--- src/rtl/core/camera_path_record_playback_assert.svh ---
// Assertion macros for the camera path recorder
`ifndef CAMERA_PATH_RECORD_PLAYBACK_ASSERT_SVH
`define CAMERA_PATH_RECORD_PLAYBACK_ASSERT_SVH

`ifndef SYNTHESIS
`define CPRP_ASSERT_IMP(lbl, ante, cons) \
  lbl: assert property (@(posedge clk) disable iff (!rst_n) (ante) |-> (cons)) \
    else $error("assertion failed");
`define CPRP_ASSERT_NXT(lbl, ante, cons) \
  lbl: assert property (@(posedge clk) disable iff (!rst_n) (ante) |=> (cons)) \
    else $error("assertion failed");
`else
`define CPRP_ASSERT_IMP(lbl, ante, cons)
`define CPRP_ASSERT_NXT(lbl, ante, cons)
`endif

`endif

--- src/rtl/core/cprp_pkg.sv ---
`timescale 1ns / 1ps
package cprp_pkg;

  localparam int TRACK_DEPTH_DEF = 1024;

  localparam int TIME_W = 32;
  localparam int POS_W  = 32;
  localparam int HEAD_W = 16;
  localparam int LAM_W  = 17;
  localparam int FRAC_W = 16;

  localparam int DIV_NUM_W = 48;
  localparam int DIV_DEN_W = 36;
  localparam int DIV_Q_W   = 17;

  localparam int MUL_W  = 33;
  localparam int PROD_W = 66;
  localparam int SQ_W   = 64;
  localparam int NRM_W  = 32;

  localparam logic [1:0] MODE_TICK     = 2'd0;
  localparam logic [1:0] MODE_REC_TGL  = 2'd1;
  localparam logic [1:0] MODE_PLAY_TGL = 2'd2;

  typedef enum logic [1:0] {
    REC_IDLE,
    REC_ON,
    REC_PLAY
  } rec_mode_t;

  typedef enum logic [3:0] {
    ST_IDLE,
    ST_SRCH,
    ST_SRCHW,
    ST_PICK,
    ST_RD1,
    ST_LAM,
    ST_LAMW,
    ST_MUL,
    ST_SQ,
    ST_SQRT,
    ST_NRM,
    ST_NRMW,
    ST_DONE
  } state_t;

  typedef struct packed {
    logic        [TIME_W-1:0] t_ms;
    logic signed [POS_W-1:0]  pos_x;
    logic signed [POS_W-1:0]  pos_y;
    logic signed [POS_W-1:0]  pos_z;
    logic signed [HEAD_W-1:0] head_x;
    logic signed [HEAD_W-1:0] head_y;
    logic signed [HEAD_W-1:0] head_z;
  } sample_t;

endpackage

--- src/rtl/core/cprp_div.sv ---
`timescale 1ns / 1ps
`include "camera_path_record_playback_assert.svh"
module cprp_div import cprp_pkg::*; (
  input  logic                 clk,
  input  logic                 rst_n,
  input  logic                 start,
  input  logic [DIV_NUM_W-1:0] num,
  input  logic [DIV_DEN_W-1:0] den,
  output logic                 done,
  output logic [DIV_Q_W-1:0]   quo
);

  localparam int CNT_W = $clog2(DIV_Q_W + 1);

  logic [DIV_DEN_W-1:0] rem_r, rem_nxt;
  logic [DIV_DEN_W-1:0] den_r, den_nxt;
  logic [DIV_Q_W-1:0]   nsh_r, nsh_nxt;
  logic [DIV_Q_W-1:0]   q_r, q_nxt;
  logic [CNT_W-1:0]     cnt_r, cnt_nxt;
  logic                 done_r, done_nxt;
  logic [DIV_DEN_W:0]   trial;
  logic [DIV_DEN_W:0]   diff;
  logic                 ge;

  // one quotient bit per cycle, restoring
  assign trial = {rem_r, nsh_r[DIV_Q_W-1]};
  assign diff  = trial - {1'b0, den_r};
  assign ge    = trial >= {1'b0, den_r};

  always_comb begin
    rem_nxt  = rem_r;
    den_nxt  = den_r;
    nsh_nxt  = nsh_r;
    q_nxt    = q_r;
    cnt_nxt  = cnt_r;
    done_nxt = 1'b0;
    if (start) begin
      rem_nxt = DIV_DEN_W'(num[DIV_NUM_W-1:DIV_Q_W]);
      nsh_nxt = num[DIV_Q_W-1:0];
      den_nxt = den;
      cnt_nxt = CNT_W'(DIV_Q_W);
    end else if (cnt_r != '0) begin
      rem_nxt  = ge ? diff[DIV_DEN_W-1:0] : trial[DIV_DEN_W-1:0];
      q_nxt    = {q_r[DIV_Q_W-2:0], ge};
      nsh_nxt  = {nsh_r[DIV_Q_W-2:0], 1'b0};
      cnt_nxt  = cnt_r - 1'b1;
      done_nxt = (cnt_r == CNT_W'(1));
    end
  end

  always_ff @(posedge clk) begin
    if (!rst_n) begin
      cnt_r  <= '0;
      done_r <= 1'b0;
    end else begin
      cnt_r  <= cnt_nxt;
      done_r <= done_nxt;
    end
  end

  always_ff @(posedge clk) begin
    rem_r <= rem_nxt;
    den_r <= den_nxt;
    nsh_r <= nsh_nxt;
    q_r   <= q_nxt;
  end

  assign done = done_r;
  assign quo  = q_r;

  `CPRP_ASSERT_IMP(a_div_start_idle, start, cnt_r == '0)
  `CPRP_ASSERT_IMP(a_div_done_end, done_r, cnt_r == '0)
  `CPRP_ASSERT_NXT(a_div_start_load, start, cnt_r == CNT_W'(DIV_Q_W))

endmodule

--- config.mk ---
export PLATFORM = sky130hd
export DESIGN_NAME = cprp_div
export DESIGN_NICKNAME = d
export VERILOG_FILES = /design/src/rtl/core/cprp_pkg.sv /design/src/rtl/core/cprp_div.sv
export VERILOG_INCLUDE_DIRS = /design/src /design/src/rtl/core
export SDC_FILE = /design/constraint.sdc
export NUM_CORES = 1
export LEC_CHECK = 0
export BUFFER_PORTS_ARGS = -buffer_cell sky130_fd_sc_hd__buf_2
export CORE_MARGIN = 2
export CORE_UTILIZATION = 40
export DETAILED_ROUTE_END_ITERATION = 10
export MAX_ROUTING_LAYER = met4
export SLEW_MARGIN = 20
export SYNTH_ARGS = -nofsm -noshare
export SYNTH_HDL_FRONTEND = slang
export SYNTH_SLANG_ARGS = --single-unit
--- constraint.sdc ---
create_clock -name clk -period 3.9 [get_ports clk]
set_input_delay 0.195 -clock clk [delete_from_list [all_inputs] [get_ports clk]]
set_output_delay 0.195 -clock clk [all_outputs]
set_load 0.01 [all_outputs]
-- Word-level counts from Yosys, hierarchy flattened
Index checks and enable logic that the tools add are counted.
- flip-flop bits (word level): 112
- input port bits: 87
- output and inout bits: 18
- logic and storage cells: 27
- $add $sub $neg: 2
- magnitude comparators: 1
- eq/ne operators: 1
- muxes and demuxes: 7
- bitwise logic cells: 3
- reductions and logical operators: 5
- operator list (cell ; count):
    31-bit two-way mux ; 2
    37-bit by 36-bit greater-or-equal comparator with 1-bit output ; 1
    36-bit two-way mux ; 1
    36-bit subtractor ; 1
    17-bit two-way mux ; 2
    5-bit two-way mux ; 2
    5-bit by 1-bit equality test with 1-bit output, second input constant ; 1
    5-bit nonzero test ; 1
    5-bit by 1-bit subtractor with 5-bit output, second input constant ; 1
    1-bit inverter ; 3
    3-bit OR reduction ; 1
    2-bit AND reduction ; 1
    2-bit nonzero test ; 1
    2-bit OR reduction ; 1

-- Depth between registers and ports, before layout
Gate-level depths: netlist of the first run.
- depth in word-level cells: 4
- depth in mapped cells: 14
- mapped depth without buffers: 12

-- Worst setup path before layout of the first run
Ideal clock, no wire load.
- kind: register to register
- start point: register rem_r[9]
- end point: register rem_r[0], data pin
- library setup time: 260 ps
- arrival time: 2550 ps
- slack: 1091 ps
- stages on the path, launching flop included: 13
- clock period less this slack: 2809 ps
- cell sequence: edfxtp_1 -> ha_1 -> buf_2 -> a21oi_1 -> o21ai_1 -> a2111oi_0 -> a21o_2 -> o31ai_2 -> a31oi_4 -> inv_2 -> buf_4 -> mux2i_1 -> mux2_2
- cells in the longest elaborated chain, start to end: 4
- ends and longest elaborated chain (element ; line ; text):
    start, declared ; cprp_div.sv:15 ; logic [DIV_DEN_W-1:0] rem_r, rem_nxt;
    start signal, assigned ; cprp_div.sv:62 ; rem_r <= rem_nxt;
    37-bit by 36-bit greater-or-equal comparator with 1-bit output ; cprp_div.sv:28 ; assign ge = trial >= {1'b0, den_r};
    via ge ; cprp_div.sv:23 ; logic ge;
    36-bit two-way mux ; cprp_div.sv:43 ; rem_nxt = ge ? diff[DIV_DEN_W-1:0] : trial[DIV_DEN_W-1:0];
    31-bit two-way mux ; cprp_div.sv:42 ; end else if (cnt_r != '0) begin
    31-bit two-way mux ; cprp_div.sv:37 ; if (start) begin
    via rem_nxt[0] ; cprp_div.sv:15 ;
The timed path passes the listed nets, and every way through them passes these cells. The select of a mux whose other input is x is not followed.
A chain may end at the register's enable or synchronous reset.

-- Worst setup path after layout of the first run
- start point: register rem_r[11]
- end point: register rem_r[31]
- cells in the longest elaborated chain, start to end: 2
- elaborated cells on any way between the ends: 3
- those cells by class: 1 x add/sub; 1 x order compare; 1 x mux
- ends and longest elaborated chain (element ; line):
    36-bit subtractor / 37-bit by 36-bit greater-or-equal comparator with 1-bit output (equally long branches) ; cprp_div.sv:27, cprp_div.sv:28
    36-bit two-way mux (*) ; cprp_div.sv:43
Mark *: on every way between the ends. The rest lies on a longest branch, timed or not.

==> qor.txt, run 1 <==
Fin. max-slew vios -> 0
Worst min-delay path startpoint -> den[16]
Initial antenna violation count -> 0
MaxCap Viol Count -> 0
Setup bufs post-CTS -> 0
DR vias -> 4834
DR WL met2 -> 6.591 mm
Predominant post-synthesis flop cell -> edfxtp_1
RSZ-0062 raised after global routing -> no
Placed cell areas -> 7207 µm²
Core box area -> 15890 µm²
Worst r2r src -> rem_r[11]$_DFFE_PP_
Max Root-Sink Buffers -> 2
Max Used Layer -> met4
FP Rows -> 46
M1 WL -> 6.733 mm
CP max stage delay -> 0.40 ns
Area grow syn2layout -> 19.85%
PostCTS Resize Cnt -> 0
CP Capture Type -> register
DR DRC count -> 0
Worst Hold Depth -> 1
Post-route cell area -> 7767 µm²
Die area -> 17240 µm²
Total Routing Usage GR -> 0.1715
Layout cell share with drive strength beyond 1 -> 0.2332
Gpl congestion -> 0.8768
Vias per cell -> 5.115
Synth async-reset ratio -> 0
Synth unique cells -> 58
Detail Route Antenna Nets -> 0
Post-Syn Nets -> 729
# clock sinks -> 112
Final worst-path cycle share -> 0.8553
Outcome -> finished, final reports clean
First-pass GRT wire length -> 23.47 mm
TritonRoute pass-1 iters -> 4
Arrival @ worst endpoint -> 3.61 ns
Routed WL -> 14.02 mm
Worst-path clk slew -> 0.08 ns
Cells after Synth -> 603
EDFF count, synth -> 101
Die Ht -> 131.3 µm
Clock Skew -> 0.008109 ns
Final hold vios -> 0
CP Launch Type -> register
Post-layout minimum cycle time -> 3.335 ns
Worst EP required -> 4.18 ns
Max H-tree Level -> 3
Netlist Area Pre-Place -> 6481 µm²
Post-CTS Hold Buffers -> 24
Die W -> 131.3 µm
WL met3 -> 527 µm
Hold Path End -> den_r[16]$_DFFE_PP_
Seq/Total Area, Yosys -> 0.5019
Fillers -> 1535
Clk_lat worst skew -> 0.35 ns
Number of port buffers -> 104
Critical path class -> reg2reg
R2R setup slack -> 0.56 ns
Starting Density -> 0.4080
YS warnings -> 0
Worst vdd ir -> 0.3512 mV
Critical-path top delay cell -> edfxtp_1
# diodes -> 0
Slew margin rel. -> 0.3317
Total I/O pin count -> 105
CTS tree -> done
Crit Path Max Fanout -> 30
TritonCTS Buffers -> 9
CP Cell Sequence -> ha_1 -> a21oi_1 -> o21ai_1 -> a2111oi_0 -> a21o_2 -> o31ai_2 -> a31oi_4 -> buf_4 -> inv_2 -> mux2i_1 -> a211o_1 -> a31oi_1
Routed length per instance -> 14.83 µm
Total global routing overflow -> 0
Final nets -> 850
Reg2reg path depth -> 12
Number of synthesized register bits -> 112
Mean Syn Cell Area -> 10.75 µm²
Detailed placement HPWL -> 10.20 mm
Crit Reg-Reg Endpoint -> rem_r[31]$_SDFFE_PP0N_
Fmax -> 299.8 MHz
Power density over the cells -> 703.6 nW/µm²
Final Setup Violations -> 0
Leakage power -> 3.276 nW
Iteration-0 DRC Markers -> 299
Vias in the first global route -> 4969
Worst-margin pin slew -> 0.9963 ns
Largest net degree at the start of global routing -> 59
Worst hold path class -> in2reg
CTS Root Cell -> clkbuf_16
Setup TNS -> 0 ns
[report_power, final]
group	internal, mW	total (mW)	switching, mW
Combinational	1.14	2.69	1.55
Clock	0.514	0.962	0.449
Sequential	1.67	1.81	0.140
Total	3.32	5.46	2.14
[cells in the final DEF, fill, tap and decap left out, types with 5 or more instances in the layout]
cell type,instances
nand3_1,9
inv_1,55
o21bai_1,5
clkbuf_16,9
nor2b_1,7
ha_1,38
nor2_1,31
edfxtp_1,101
a21o_1,11
dfxtp_1,11
a211oi_1,14
a31o_2,5
buf_4,6
o21ai_1,5
xor2_1,8
nand4_1,5
mux2_2,32
o21ai_0,35
nand2b_1,7
o21a_1,5
xnor2_1,20
mux2i_1,6
buf_2,103
a21oi_1,47
dlygate4sd3_1,25
a31oi_1,9
nor3_1,13
and3_1,5
nand2_1,47
[per-layer routing]
layer  GRT usage  vias up
met1      0.2143     2241
met3     0.03742       12
met2      0.2775      122
met4     0.05857        0
li1            -     2459
met5           -        -
[cell usage after synthesis, types with 5 or more instances]
master    instances  share of area
o21ai_1           5         0.0039
and3_1            5         0.0048
clkbuf_1         14         0.0081
o21ai_0          35          0.027
nand2_1          47          0.027
ha_1             38          0.073
dfxtp_1          11          0.034
a21oi_1          47          0.036
mux2_2           32          0.056
o21a_1            5         0.0058
nand3_1           9         0.0069
inv_1            56          0.032
a31o_2            5         0.0068
edfxtp_1        101           0.47
mux2i_1           6         0.0093
nor3_1           13          0.010
xnor2_1          20          0.027
a31oi_1           9         0.0087
a21o_1           11          0.013
nand4_1           5         0.0048
a211oi_1         14          0.016
nor2_1           31          0.018
nand2b_1          7         0.0068
buf_2             9         0.0069
xor2_1            8          0.011
nor2b_1           7         0.0068
o21bai_1          5         0.0058
[worst max-delay path: cells and delay by family, from the launching register on]
kind | cells | cell delay (ns)
AOI/OAI and AO/OA | 8 | 1.81
adders and majority gates | 1 | 0.36
muxes | 1 | 0.16
DFF | 1 | 0.40
buffers and inverters | 2 | 0.53
[flip-flops by register name, indices dropped and copies added (netlist names)]
signal,count
done,1
quo,17
nsh_r,17
cnt_r,5
den_r,36
rem_r,36
[cell type report]
cell class                      instances  area (µm²)  area share
Sequential cell                       112        3253      0.4188
Inverter                               57       214.0     0.02755
Clock inverter                          7       85.08     0.01095
Tap cell                              216       270.3     0.03479
Clock buffer                            9       225.2     0.02899
Multi-Input combinational cell        410        2909      0.3745
Timing Repair Buffer                  134       810.8      0.1044
[how the worst max path moves through the flow]
stage / from / to / slack, ns / depth (start not counted)
3_5_place_dp: rem_r[11]$_DFFE_PP_ / rem_r[0]$_DFFE_PP_ / 0.56 / 11
2_1_floorplan: rem_r[9]$_DFFE_PP_ / rem_r[0]$_DFFE_PP_ / 1.09 / 12
6_report: rem_r[11]$_DFFE_PP_ / rem_r[31]$_SDFFE_PP0N_ / 0.56 / 12
3_3_place_gp: rem_r[11]$_DFFE_PP_ / rem_r[0]$_DFFE_PP_ / 0.65 / 11
4_1_cts: rem_r[11]$_DFFE_PP_ / rem_r[31]$_SDFFE_PP0N_ / 0.54 / 12
5_1_grt: rem_r[11]$_DFFE_PP_ / rem_r[31]$_SDFFE_PP0N_ / 0.33 / 12
[cell families after synthesis]
| kind of cell | after synthesis | synth area share |
|---|---|---|
| XOR/XNOR | 28 | 0.03784 |
| AO/OA/AOI/OAI | 170 | 0.1710 |
| AND/OR/NAND/NOR | 135 | 0.09865 |
| adder cells (fa/ha/maj) | 39 | 0.07645 |
| multiplexers | 38 | 0.06487 |
| flip-flops | 112 | 0.5019 |
| buffers and inverters | 81 | 0.04923 |
[stage by stage]
step	hold slack, ns	instances	power, mW	setup slack, ns	utilization
2_1_floorplan	0.2939	603	3.898	1.091	-
3_3_place_gp	0.3713	904	4.444	0.6495	0.4537
3_5_place_dp	0.3731	904	4.488	0.5617	0.4537
4_1_cts	0.0005889	944	5.503	0.5380	0.4883
5_1_grt	0.004244	945	5.913	0.3321	0.4890
6_report	0.02010	945	5.465	0.5645	0.4890
Note: power is estimated with default switching activity, not from simulation.
==> run 2: changes to the inputs <==
Settings changed: BUFFER_PORTS_ARGS -buffer_cell sky130_fd_sc_hd__buf_2 to not set, DONT_BUFFER_PORTS set to 1.
==> qor.txt, run 2 (synthesis gave the netlist of run 1 again) <==
Outcome -> finished, final reports clean
TritonRoute pass-1 iters -> 5 (+1)
Initial antenna violation count -> 0 (unchanged)
Largest net degree at the start of global routing -> 70 (+19%)
Worst path top cell family by delay -> compound AO/OA/AOI/OAI gates
# diodes -> 0 (unchanged)
Detail Route Antenna Nets -> 0 (unchanged)
Critical path class -> reg2reg
Detailed placement HPWL -> 9.617 mm (-5.7%)
Setup TNS -> 0 ns (unchanged)
Net Switching -> 2.132 mW (-0.47%)
Core box area -> 15890 µm² (unchanged)
Routed WL -> 14.13 mm (+0.80%)
CP max stage delay -> 0.47 ns (+0.07 ns)
Total global routing overflow -> 0 (unchanged)
Iteration-0 DRC Markers -> 317 (+6.0%)
Comb power frac -> 0.490 (-0.003)
Die area -> 17240 µm² (unchanged)
Total Routing Usage GR -> 0.1751 (+0.003539)
Sequential share of power -> 0.341 (+0.010)
Clock Skew -> 0.009889 ns (+0.001780 ns)
CTS tree -> done
Layout cell share with drive strength beyond 1 -> 0.1005 (-0.1327)
Final hold vios -> 0 (unchanged)
Buf/Inv on CP -> 2 (unchanged)
Vias in the first global route -> 4729 (-4.8%)
Area grow syn2layout -> 13.59%
Critical-path top delay cell -> a2111oi_0
# clock sinks -> 112 (unchanged)
CP Launch Type -> register
Fillers -> 1524 (-0.72%)
Fin. max-slew vios -> 0 (unchanged)
Clock power share -> 0.170 (-0.006)
Gpl congestion -> 0.8783 (+0.17%)
MaxCap Viol Count -> 0 (unchanged)
Max Root-Sink Buffers -> 2 (unchanged)
Final hold slack -> 0.03267 ns (+0.01257 ns)
Worst-margin pin slew -> 0.6966 ns (-0.2997 ns)
First-pass GRT wire length -> 23.65 mm (+0.80%)
CP Capture Type -> register
Finished Layout Cells -> 853 (-9.7%)
CP Cell Sequence -> ha_1 -> a21oi_1 -> o21ai_1 -> a2111oi_0 -> a21o_2 -> o31ai_2 -> a31oi_4 -> buf_4 -> inv_2 -> mux2i_1 -> mux2_2
Post-layout minimum cycle time -> 3.393 ns (+0.05748 ns)
Placed cells -> 798 (-12%)
Internal -> 3.222 mW (-3.0%)
Worst hold path class -> in2reg
Worst-path clk slew -> 0.08 ns (about the same)
Leakage power -> 2.908 nW (-11%)
Slew margin rel. -> 0.5351 (+0.2034)
Final worst-path cycle share -> 0.8700 (+0.01474)
Final Setup Violations -> 0 (unchanged)
TritonCTS Buffers -> 9 (unchanged)
DR DRC count -> 0 (unchanged)
Final nets -> 758 (-11%)
Crit Path Max Fanout -> 30 (unchanged)
Clk_lat worst skew -> 0.36 ns (about the same)
Vias per cell -> 5.389 (+5.4%)
Fmax -> 294.7 MHz (-1.7%)
Worst vdd ir -> 0.3542 mV (+0.87%)
Sw Share -> 0.3982 (+0.006215)
PostCTS Resize Cnt -> 0 (unchanged)
RSZ-0062 raised after global routing -> no
Power density over the cells -> 727.3 nW/µm² (+3.4%)
Total I/O pin count -> 105 (unchanged)
Top flop regs -> den_r: 36 flops, rem_r: 36 flops
Max H-tree Level -> 3 (unchanged)
Arrival @ worst endpoint -> 3.51 ns (-0.10 ns)
Worst EP required -> 4.02 ns (-0.16 ns)
DR vias -> 4597 (-4.9%)
Die W -> 131.3 µm (unchanged)
Routed length per instance -> 16.57 µm (+12%)
CTS Root Cell -> clkbuf_16
Commonest non-fill, non-tap cells in the layout -> edfxtp_1 (101), inv_1 (55), a21oi_1 (47), nand2_1 (47)
Most common cell after layout, fill and taps aside -> edfxtp_1
Starting Density -> 0.4080 (unchanged)
Number of port buffers -> 0 (-100%)
FP Rows -> 46 (unchanged)
Die Ht -> 131.3 µm (unchanged)
==> run 2: final cells by class <==
| class | count | area (µm²) | area share |
|---|---|---|---|
| clock buffer | 9 | 225.2 | 0.03059 |
| clock inverter | 7 | 60.06 | 0.008158 |
| inverter | 57 | 214.0 | 0.02906 |
| multi-input combinational | 410 | 2909 | 0.3951 |
| sequential | 112 | 3253 | 0.4419 |
| tap | 216 | 270.3 | 0.03671 |
| timing repair buffer | 42 | 430.4 | 0.05846 |
==> run 2: power groups by stage <==
stage | Combinational, mW | Sequential (mW) | Clock, mW
2_1_floorplan | 2.09 | 1.81 | 0
3_3_place_gp | 2.54 | 1.84 | 0
3_5_place_dp | 2.56 | 1.85 | 0
4_1_cts | 2.62 | 1.83 | 0.944
5_1_grt | 2.96 | 1.86 | 0.980
6_report | 2.62 | 1.82 | 0.908
==> run 2: repair_timing <==
action                    CTS  global route
hold buffers               39             0
buffers inserted            0             0
hold endpoints to repair   79             0
==> run 2: worst reg2reg max path, delay by kind of cell, from the launching register on <==
kind	cells	cell delay [ns]
AOI/OAI and AO/OA	6	1.40
buffers and inverters	2	0.52
muxes	2	0.42
DFF	1	0.41
adders and majority gates	1	0.41
==> run 2: layer usage <==
metal | track usage | vias up | routed length, µm
met1 | 0.2224 | 2170 | 6638
met2 | 0.2754 | 130 | 6464
met3 | 0.04437 | 18 | 785
met5 | - | - | 0
li1 | - | 2279 | -
met4 | 0.05676 | 0 | 241
==> run 2: final timing paths <==
path | depth (start not counted) | startpoint | endpoint | slack (ns)
max | 11 | rem_r[9]$_DFFE_PP_ | rem_r[0]$_DFFE_PP_ | 0.51
min | 2 | num[30] | rem_r[13]$_DFFE_PP_ | 0.03
max reg2reg | 11 | rem_r[9]$_DFFE_PP_ | rem_r[0]$_DFFE_PP_ | 0.51
min reg2reg | 1 | rem_r[35]$_SDFFE_PP0N_ | rem_r[35]$_SDFFE_PP0N_ | 0.51
==> run 2: per-stage QoR <==
step                utilization  power (mW)  instance area (µm²)  worst slack [ns]
detailed placement       0.4198       4.406                 6669            0.5519
floorplan                     -       3.898                 6481             1.091
global placement         0.4198       4.379                 6669            0.6521
finish                   0.4635       5.354                 7362            0.5070
global route             0.4635       5.801                 7362            0.1674
CTS                      0.4635       5.387                 7362            0.5378
